## src/rtl/vector_project_to_sphere_unit_macros.svh

```systemverilog
// Assertion macros shared by the sphere projection RTL.
`ifndef VECTOR_PROJECT_TO_SPHERE_UNIT_MACROS_SVH
`define VECTOR_PROJECT_TO_SPHERE_UNIT_MACROS_SVH

// Implication checked on every edge outside reset.
`define VPTS_ASSERT_IMP(label, clk, rst, ante, cons) \
  label: assert property (@(posedge clk) disable iff (rst) (ante) |-> (cons)) \
    else $error("vpts: check failed");

// Condition that must hold on the edge after a reset cycle.
`define VPTS_ASSERT_AFTER_RESET(label, clk, rst, cons) \
  label: assert property (@(posedge clk) (rst) |=> (cons)) \
    else $error("vpts: state after reset is wrong");

`endif

```

## src/rtl/vpts_pkg.sv

```systemverilog
// Shared types and constants of the sphere projection unit.
`timescale 1ns / 1ps
`default_nettype none

package vpts_pkg;

  localparam int IN_W       = 18;
  localparam int OUT_W      = 17;
  localparam int RAD_W      = 12;
  localparam int Q_W        = 17;
  localparam int SUM_W      = 36;
  localparam int M_W        = 56;
  localparam int MAG_PROD_W = RAD_W + IN_W;
  localparam int NUM_LANES  = 3;

  // Stage map: four preparation stages, one root stage per quotient bit,
  // then the output register.
  localparam int FIRST_ROOT = 4;
  localparam int LAST_ROOT  = FIRST_ROOT + Q_W - 1;
  localparam int NUM_STAGES = LAST_ROOT + 2;

  localparam logic [RAD_W-1:0] RADIUS_RESET = 12'd256;
  localparam logic [Q_W-1:0]   POS_LIMIT    = 17'd65535;
  localparam logic [Q_W-1:0]   NEG_LIMIT    = 17'd65536;

  typedef enum logic [0:0] {
    REG_RADIUS = 1'b0
  } reg_index_t;

  typedef logic [SUM_W-1:0] sum_t;
  typedef logic [M_W-1:0]   slope_t;
  typedef logic [Q_W-1:0]   quot_t;

endpackage

`default_nettype wire

```

## src/rtl/vpts_root_step.sv

```systemverilog
// One registered stage of the root quotient search: decides one quotient bit.
`timescale 1ns / 1ps
`default_nettype none

module vpts_root_step #(
  parameter int BIT = 16,
  parameter int D_W = 76
) (
  input  logic              clk,
  input  logic              en,
  input  vpts_pkg::sum_t    sum,
  input  logic [D_W-1:0]    d_in,
  input  vpts_pkg::slope_t  m_in,
  input  vpts_pkg::quot_t   q_in,
  output logic [D_W-1:0]    d_out,
  output vpts_pkg::slope_t  m_out,
  output vpts_pkg::quot_t   q_out
);
  import vpts_pkg::*;

  logic [D_W-1:0] m_ext;
  logic [D_W-1:0] sum_ext;
  logic [D_W-1:0] trial;
  logic           take;

  // d holds the slack (2*num)^2 - (2q-1)^2*sum and m holds (2q-1)*sum.
  // Setting bit BIT grows the square term by 4*2^BIT*m + 4*4^BIT*sum.
  assign m_ext   = {{(D_W-M_W){m_in[M_W-1]}}, m_in};
  assign sum_ext = {{(D_W-SUM_W){1'b0}}, sum};
  assign trial   = d_in - (m_ext << (BIT + 2)) - (sum_ext << (2 * BIT + 2));
  assign take    = !trial[D_W-1];

  always_ff @(posedge clk) begin
    if (en) begin
      d_out <= take ? trial : d_in;
      m_out <= take ? (m_in + (slope_t'(sum) << (BIT + 1))) : m_in;
      q_out <= take ? (q_in | (quot_t'(1) << BIT)) : q_in;
    end
  end

endmodule

`default_nettype wire

```

## config.mk

```make
export PLATFORM = sky130hd
export DESIGN_NAME = vpts_root_step
export DESIGN_NICKNAME = d
export VERILOG_FILES = /design/src/rtl/vector_project_to_sphere_unit_macros.svh /design/src/rtl/vpts_pkg.sv /design/src/rtl/vpts_root_step.sv
export SDC_FILE = /design/constraint.sdc
export NUM_CORES = 1
export LEC_CHECK = 0
export ABC_AREA = 0
export BUFFER_PORTS_ARGS = -buffer_cell sky130_fd_sc_hd__buf_2
export CAP_MARGIN = 0
export CORE_UTILIZATION = 39
export CTS_CLUSTER_SIZE = 10
export DETAILED_ROUTE_END_ITERATION = 10
export PLACE_DENSITY_LB_ADDON = 0.25
export SLEW_MARGIN = 25
export SYNTH_ARGS = -nofsm -noshare
export SYNTH_HDL_FRONTEND = slang
export SYNTH_SLANG_ARGS = --single-unit
```

## constraint.sdc

```tcl
create_clock -name clk -period 6.7 [get_ports clk]
set_input_delay 1.34 -clock clk [delete_from_list [all_inputs] [get_ports clk]]
set_output_delay 1.34 -clock clk [all_outputs]
set_load 0.1 [all_outputs]
```

==> flow_summary_export.csv, run 1 <==
group,metric,value,unit
run_status,status,"complete, no violations",
synthesis,ys_top_cells_by_area,"edfxtp_1 37%, ha_1 12%, fa_1 6.1%",
setup_path,crit_path_cell_trace,"buf_2 > inv_1 > fa_1 > ha_1 > nand2_1 > o21a_1 > nor2b_1 > nor2b_1 > a21oi_1 > a31oi_4 > o31ai_4 > mux2i_4 > or2_4 > o21ai_0",
synthesis,synth_top_area_cell,"edfxtp_1",
global_routing,first_global_vias,10000,
run,cap_violations,0,
setup_path,cp.depth,14,
timing,fmax,0.197,GHz
synthesis,synth_cells,1226,
final_layout,drive_above_1_share,28.0,%
route,drt_iter0_markers,574,
setup_path,timing.critical_path.required,6.83,ns
setup_path,critPathLaunch,"sum[12]",
synthesis,synthFlopType,"edfxtp_1",
final_layout,area_delta_synth_final,21.2,%
cts,clockBufferDepth,2,
global_routing,grt_max_degree,84,
setup_path,crit_path_start_kind,"primary input",
cts,cts_setup_buffers,0,
synthesis,syn_area,0.0122,mm2
pwr,power.density,350,mW/mm2
floorplanning,rows,64,
pwr,leakagePower,6.77,nW
setup_path,cp.arrival,5.21,ns
cts,cts_htree_levels,4,
setup_path,crit_fanout,59,
cts,cts_hold_buf,0,
cts,root_buffer,"clkbuf_16",
synthesis,yosys.area.top_type_share,36.7,%
cts,clkSinkCount,149,
timing,timing.setup.tns,0,ns
route,via_count,10300,
synthesis,synth-edff-count,149,
timing,slew_viol_final,0,
floorplanning,die_area,0.0320,mm2
cts,cts_tree,"done",
final_layout,area.sequential,0.00447,mm2
timing,rsz0062_at_grt,"no",
global_routing,grt_pass1_wl,54500,um
setup_path,cp_slowest_cell,"or2_4",
cts,cts_made_buffers,17,
timing,setup_viol,0,
worst_hold_path,hold_path.class,"in -> reg",
floorplanning,die_w,179,um
setup_path,cp-end-kind,"register",
synthesis,synth_nets,1565,
cts,cts_resized,0,
route,routedWlPerCell,18.6,um
timing,fin_crit,5.08,ns
global_routing,grt_util_all_layers,22.5,%
synthesis,async_flop_share,0,%
final_layout,final_area,0.0148,mm2
floorplanning,initial_utilization,39.7,%
final_layout,diodes,0,
placement,numPortBuffers,335,
setup_path,slowest_delay,0.71,ns
synthesis,synthDistinctLibCells,63,
worst_hold_path,hp-start,"d_in[4]",
route,wl,36100,um
setup_path,crit_family,"compound AO/OA/AOI/OAI gates",
synthesis,synth_seq_area_share,36.7,%
floorplanning,die_height,179,um
route,ant_nets,0,
timing,period_share,75.8,%
route,vias_per_cell,5.28,
pwr,finalPower,5.17,mW
final_layout,nFillCells,2962,
placement,place_congestion,0.879,
placement,place_area,0.0142,mm2
global_routing,antenna_found_initial,3,
setup_path,critPathMostFrequentCell,"nor2b_1",
synthesis,avgSynthCellArea,9.94,um2
cts,clkTransAtPathRegs,0.07,ns
route,drtPass1Iterations,5,
placement,hpwl,28400,um
pwr,ir_worst_vdd,0.000173,V
route,drc,0,
setup_path,path_buf_inv,2,
floorplanning,coreArea,0.0307,mm2
timing,worstMarginPinSlew,0.913,ns
synthesis,yosys_warnings,0,
global_routing,grt_overflow,0,
final_layout,multi_input_area,0.00692,mm2
floorplanning,pin_count,336,
worst_hold_path,hold_depth,1,
final_layout,nets,1874,
timing,slew_headroom,39.2,%
timing,final_hold_viol_count,0,
setup_path,critPathKind,"in -> reg",
synthesis,ys_seq_elements,149,
[final timing paths]
| kind | to | slack, ns |
|---|---|---|
| setup / recovery | m_out[45]$_DFFE_PP_ | 1.62 |
| hold / removal | d_out[4]$_DFFE_PP_ | 1.08 |
[sequential cells by signal, indices dropped and copies added, names as in the netlist]
name   cells
d_out     76
m_out     56
q_out     17
[synthesized netlist by cell type (9+ instances only)]
cell,count
o21a_1,10
fa_1,37
nor3_1,17
a211oi_1,10
ha_1,115
a31oi_1,10
xnor2_1,50
o31ai_1,9
o21bai_1,17
xor2_1,38
mux2_4,20
nand3_1,23
nand2_1,66
inv_1,152
clkbuf_1,43
a21oi_1,100
edfxtp_1,149
o21ai_0,138
a21o_1,45
o211ai_1,13
mux2_2,18
nor2_1,35
[stage by stage]
| step | instances | hold slack (ns) | worst slack [ns] | utilization, % |
|---|---|---|---|---|
| finish | 1944 | 1.08 | 1.62 | 48.2 |
| global route | 1944 | 1.06 | 1.30 | 48.2 |
| CTS | 1944 | 1.06 | 1.58 | 48.2 |
| detailed placement | 1912 | 1.52 | 1.16 | 46.3 |
| global placement | 1912 | 1.52 | 1.19 | 46.3 |
| floorplan | 1226 | 1.44 | 1.90 | - |
[layout make-up]
cell class                      count  share of cell area, %
Clock buffer                       18                   2.91
Clock inverter                     14                  0.957
Inverter                          152                   3.86
Multi-Input combinational cell    873                   46.9
Sequential cell                   149                   30.3
Tap cell                          396                   3.35
Timing Repair Buffer              342                   11.8
[metal layers]
metal,part of all wire [%],global-route usage (%),vias up
li1,-,-,5018
met1,46,30.0,4865
met2,46,36.9,341
met3,6.2,4.28,39
met4,1.8,6.57,4
met5,0.075,0,-
[layout by cell type, fill, tap and decap left out, types with 18 or more instances in the layout]
cell type and n:
o21ai_0 138, nand3_1 23, edfxtp_1 149, fa_1 37
xnor2_1 50, inv_1 152, xor2_1 38, a21oi_1 100
ha_1 115, mux2_2 18, nor2_1 35, nand2_1 66
buf_2 334, mux2_4 20, a21o_1 45
[cells by family after synthesis]
family	share of synthesized area, %
compound gates	20.2
xor+xnor	6.32
fa+ha+maj	17.9
buf+inv	6.65
flops	36.7
mux	4.31
simple gates	7.88
[where the power goes]
part | switching, mW | total (mW) | internal, mW
logic | 2.15 | 2.86 | 0.714
clock network | 0.450 | 0.972 | 0.522
registers | 0.0663 | 1.34 | 1.27
Power figures use the tool's default switching activity.
==> run 2, diff against run 1 <==
--- a/config.mk
+++ b/config.mk
@@ -5,7 +5,7 @@
 export SDC_FILE = /design/constraint.sdc
 export NUM_CORES = 1
 export LEC_CHECK = 0
-export ABC_AREA = 0
+export ABC_AREA = 1
 export BUFFER_PORTS_ARGS = -buffer_cell sky130_fd_sc_hd__buf_2
 export CAP_MARGIN = 0
 export CORE_UTILIZATION = 39
==> constraint.sdc (replaced) <==
create_clock -name clk -period 5 [get_ports clk]
set_input_delay 1 -clock clk [delete_from_list [all_inputs] [get_ports clk]]
set_output_delay 1 -clock clk [all_outputs]
set_load 0.1 [all_outputs]
==> flow_summary_export.csv, run 2 <==
group,metric,value,unit
run_status,status,"complete, no violations",
route,routedWlPerCell,17.0,um
floorplanning,rows,71,
route,drtPass1Iterations,5,
floorplanning,pin_count,336,
route,drc,0,
timing,setup_ws,0.982,ns
final_layout,largest-register,"d_out",
synthesis,synthDistinctLibCells,36,
timing,rsz0062_at_grt,"no",
setup_path,crit_path_start_kind,"primary input",
run,cap_violations,0,
synthesis,yosys.area.top_type_share,30.1,%
pwr,ir_worst_vdd,0.000278,V
timing,fin_crit,4.02,ns
final_layout,nets,2885,
route,ant_nets,0,
timing,slew_viol_final,0,
final_layout,largest_register_ffs,76,
global_routing,antenna_found_initial,2,
timing,fmax,0.249,GHz
synthesis,synth-edff-count,149,
synthesis,syn_area,0.0149,mm2
route,wl,52200,um
global_routing,first_global_vias,14600,
cts,clkSinkCount,149,
floorplanning,initial_utilization,39.6,%
route,via_count,14900,
synthesis,ys_seq_elements,149,
final_layout,final_area,0.0177,mm2
synthesis,synth_seq_area_share,30.1,%
placement,place_ws,0.531,ns
final_layout,area.sequential,0.00447,mm2
placement,hpwl,44500,um
floorplanning,coreArea,0.0376,mm2
setup_path,crit_family,"adder cells",
setup_path,path_buf_inv,4,
timing,timing.setup.tns,0,ns
synthesis,synth_cells,2220,
final_layout,multi_input_area,0.00847,mm2
placement,place_congestion,0.922,
timing,final_hold_viol_count,0,
synthesis,post-synth-top-count-cell,"nand2_1",
timing,setup_viol,0,
cts,root_buffer,"clkbuf_16",
cts,cts_made_buffers,17,
setup_path,critPathLaunch,"d_in[58]",
setup_path,timing.critical_path.required,5.18,ns
cts,clkTransAtPathRegs,0.07,ns
synthesis,async_flop_share,0,%
final_layout,drive_above_1_share,16.0,%
pwr,leakagePower,9.73,nW
synthesis,yosys_warnings,0,
final_layout,mostFrequentLayoutCell,"nand2_1",
global_routing,grt_pass1_wl,79100,um
global_routing,grt_max_degree,83,
cts,cts_hold_buf,0,
synthesis,ys_top_cells_by_area,"edfxtp_1 30%, nand2_1 22%, inv_1 11%",
final_layout,area_delta_synth_final,18.9,%
cts,cts_htree_levels,4,
final_layout,diodes,0,
timing,worstMarginPinSlew,0.650,ns
synthesis,avgSynthCellArea,6.70,um2
synthesis,synth_top_area_cell,"edfxtp_1",
setup_path,crit_fanout,72,
route,drt_iter0_markers,894,
synthesis,synthFlopType,"edfxtp_1",
floorplanning,die_w,197,um
timing,slew_headroom,56.6,%
setup_path,cp.arrival,4.20,ns
setup_path,cp_slowest_cell,"fa_1",
synthesis,ys_top_cells_by_count,"853 x nand2_1, 453 x inv_1, 159 x nor2_1",
cts,clockBufferDepth,2,
synthesis,synth_nets,2559,
timing,period_share,80.4,%
cts,cts_setup_buffers,0,
final_layout,final_cell_mix,"852 x nand2_1, 453 x inv_1, 334 x buf_2",
placement,place_area,0.0171,mm2
final_layout,top_regs,"d_out x76, m_out x56, q_out x17",
setup_path,slowest_delay,0.51,ns
pwr,power.density,414,mW/mm2
setup_path,critPathKind,"in -> reg",
cts,cts_resized,0,
route,vias_per_cell,4.86,
setup_path,crit_path_cell_trace,"buf_2 > fa_1 > ha_1 > nand2_2 > inv_1 > a21oi_1 > nand2_1 > inv_1 > nand2_1 > a21oi_1 > nand3b_1 > nand2_4 > buf_4 > o21ai_0",
cts,cts_tree,"done",
worst_hold_path,hold_path.class,"in -> reg",
worst_hold_path,hp-start,"d_in[11]",
final_layout,nFillCells,3984,
setup_path,cp-end-kind,"register",
global_routing,grt_overflow,0,
floorplanning,die_height,197,um
placement,numPortBuffers,335,
global_routing,grt_util_all_layers,27.0,%
floorplanning,die_area,0.0389,mm2
[run 2: cell count changes in the layout (fill, tap and decap cells not counted), moves of 28 or more]
cell     change
nand2_1    +786
inv_1      +301
nor2_1     +124
nand3_1     +79
o21ai_0     -73
a21o_1      -40
xor2_1      -28
[run 2: report_power, final]
group,internal [mW],leakage (nW),switching (mW)
combinational,0.908,7.98,3.27
sequential,1.69,1.45,0.0652
clock,0.760,0.301,0.630
[run 2: final timing paths]
check             cells after the start  slack [ns]                   to
hold / removal                        1        0.70  d_out[11]$_DFFE_PP_
setup / recovery                     14        0.98  d_out[42]$_DFFE_PP_
[run 2: cell families after synthesis]
kind of cell	after synthesis	share of synthesized area (%)
compound gates	180	6.71
xor+xnor	53	3.12
fa+ha+maj	152	14.7
buf+inv	489	13.0
flops	149	30.1
simple gates	1197	32.5
[run 2: area by class of cell]
class / count / share of cell area, %
well taps: 511 / 3.62
repair buffers: 342 / 10.0
multi-input cells: 1582 / 47.9
clock inverters: 14 / 1.03
inverters: 454 / 9.64
flip-flops and latches: 149 / 25.3
clock buffers: 18 / 2.43
[run 2: per-stage QoR]
stage               hold slack (ns)  total power [mW]  cells  utilization (%)
global placement               1.18              5.94   3038             45.4
global route                  0.682              7.74   3070             47.0
detailed placement             1.18              5.95   3038             45.4
floorplan                      1.10              5.03   2220                -
finish                        0.702              7.33   3070             47.0
CTS                           0.670              7.37   3070             47.0
[run 2: per-layer routing]
layer | global-route usage, % | share of wire (%) | wire, um | up-vias
li1 | - | - | - | 7534
met1 | 34.2 | 44 | 23200 | 6868
met2 | 46.6 | 48 | 24900 | 451
met3 | 4.46 | 5.6 | 2930 | 55
met4 | 8.50 | 2.2 | 1170 | 2
met5 | 0 | 0.021 | 11 | -
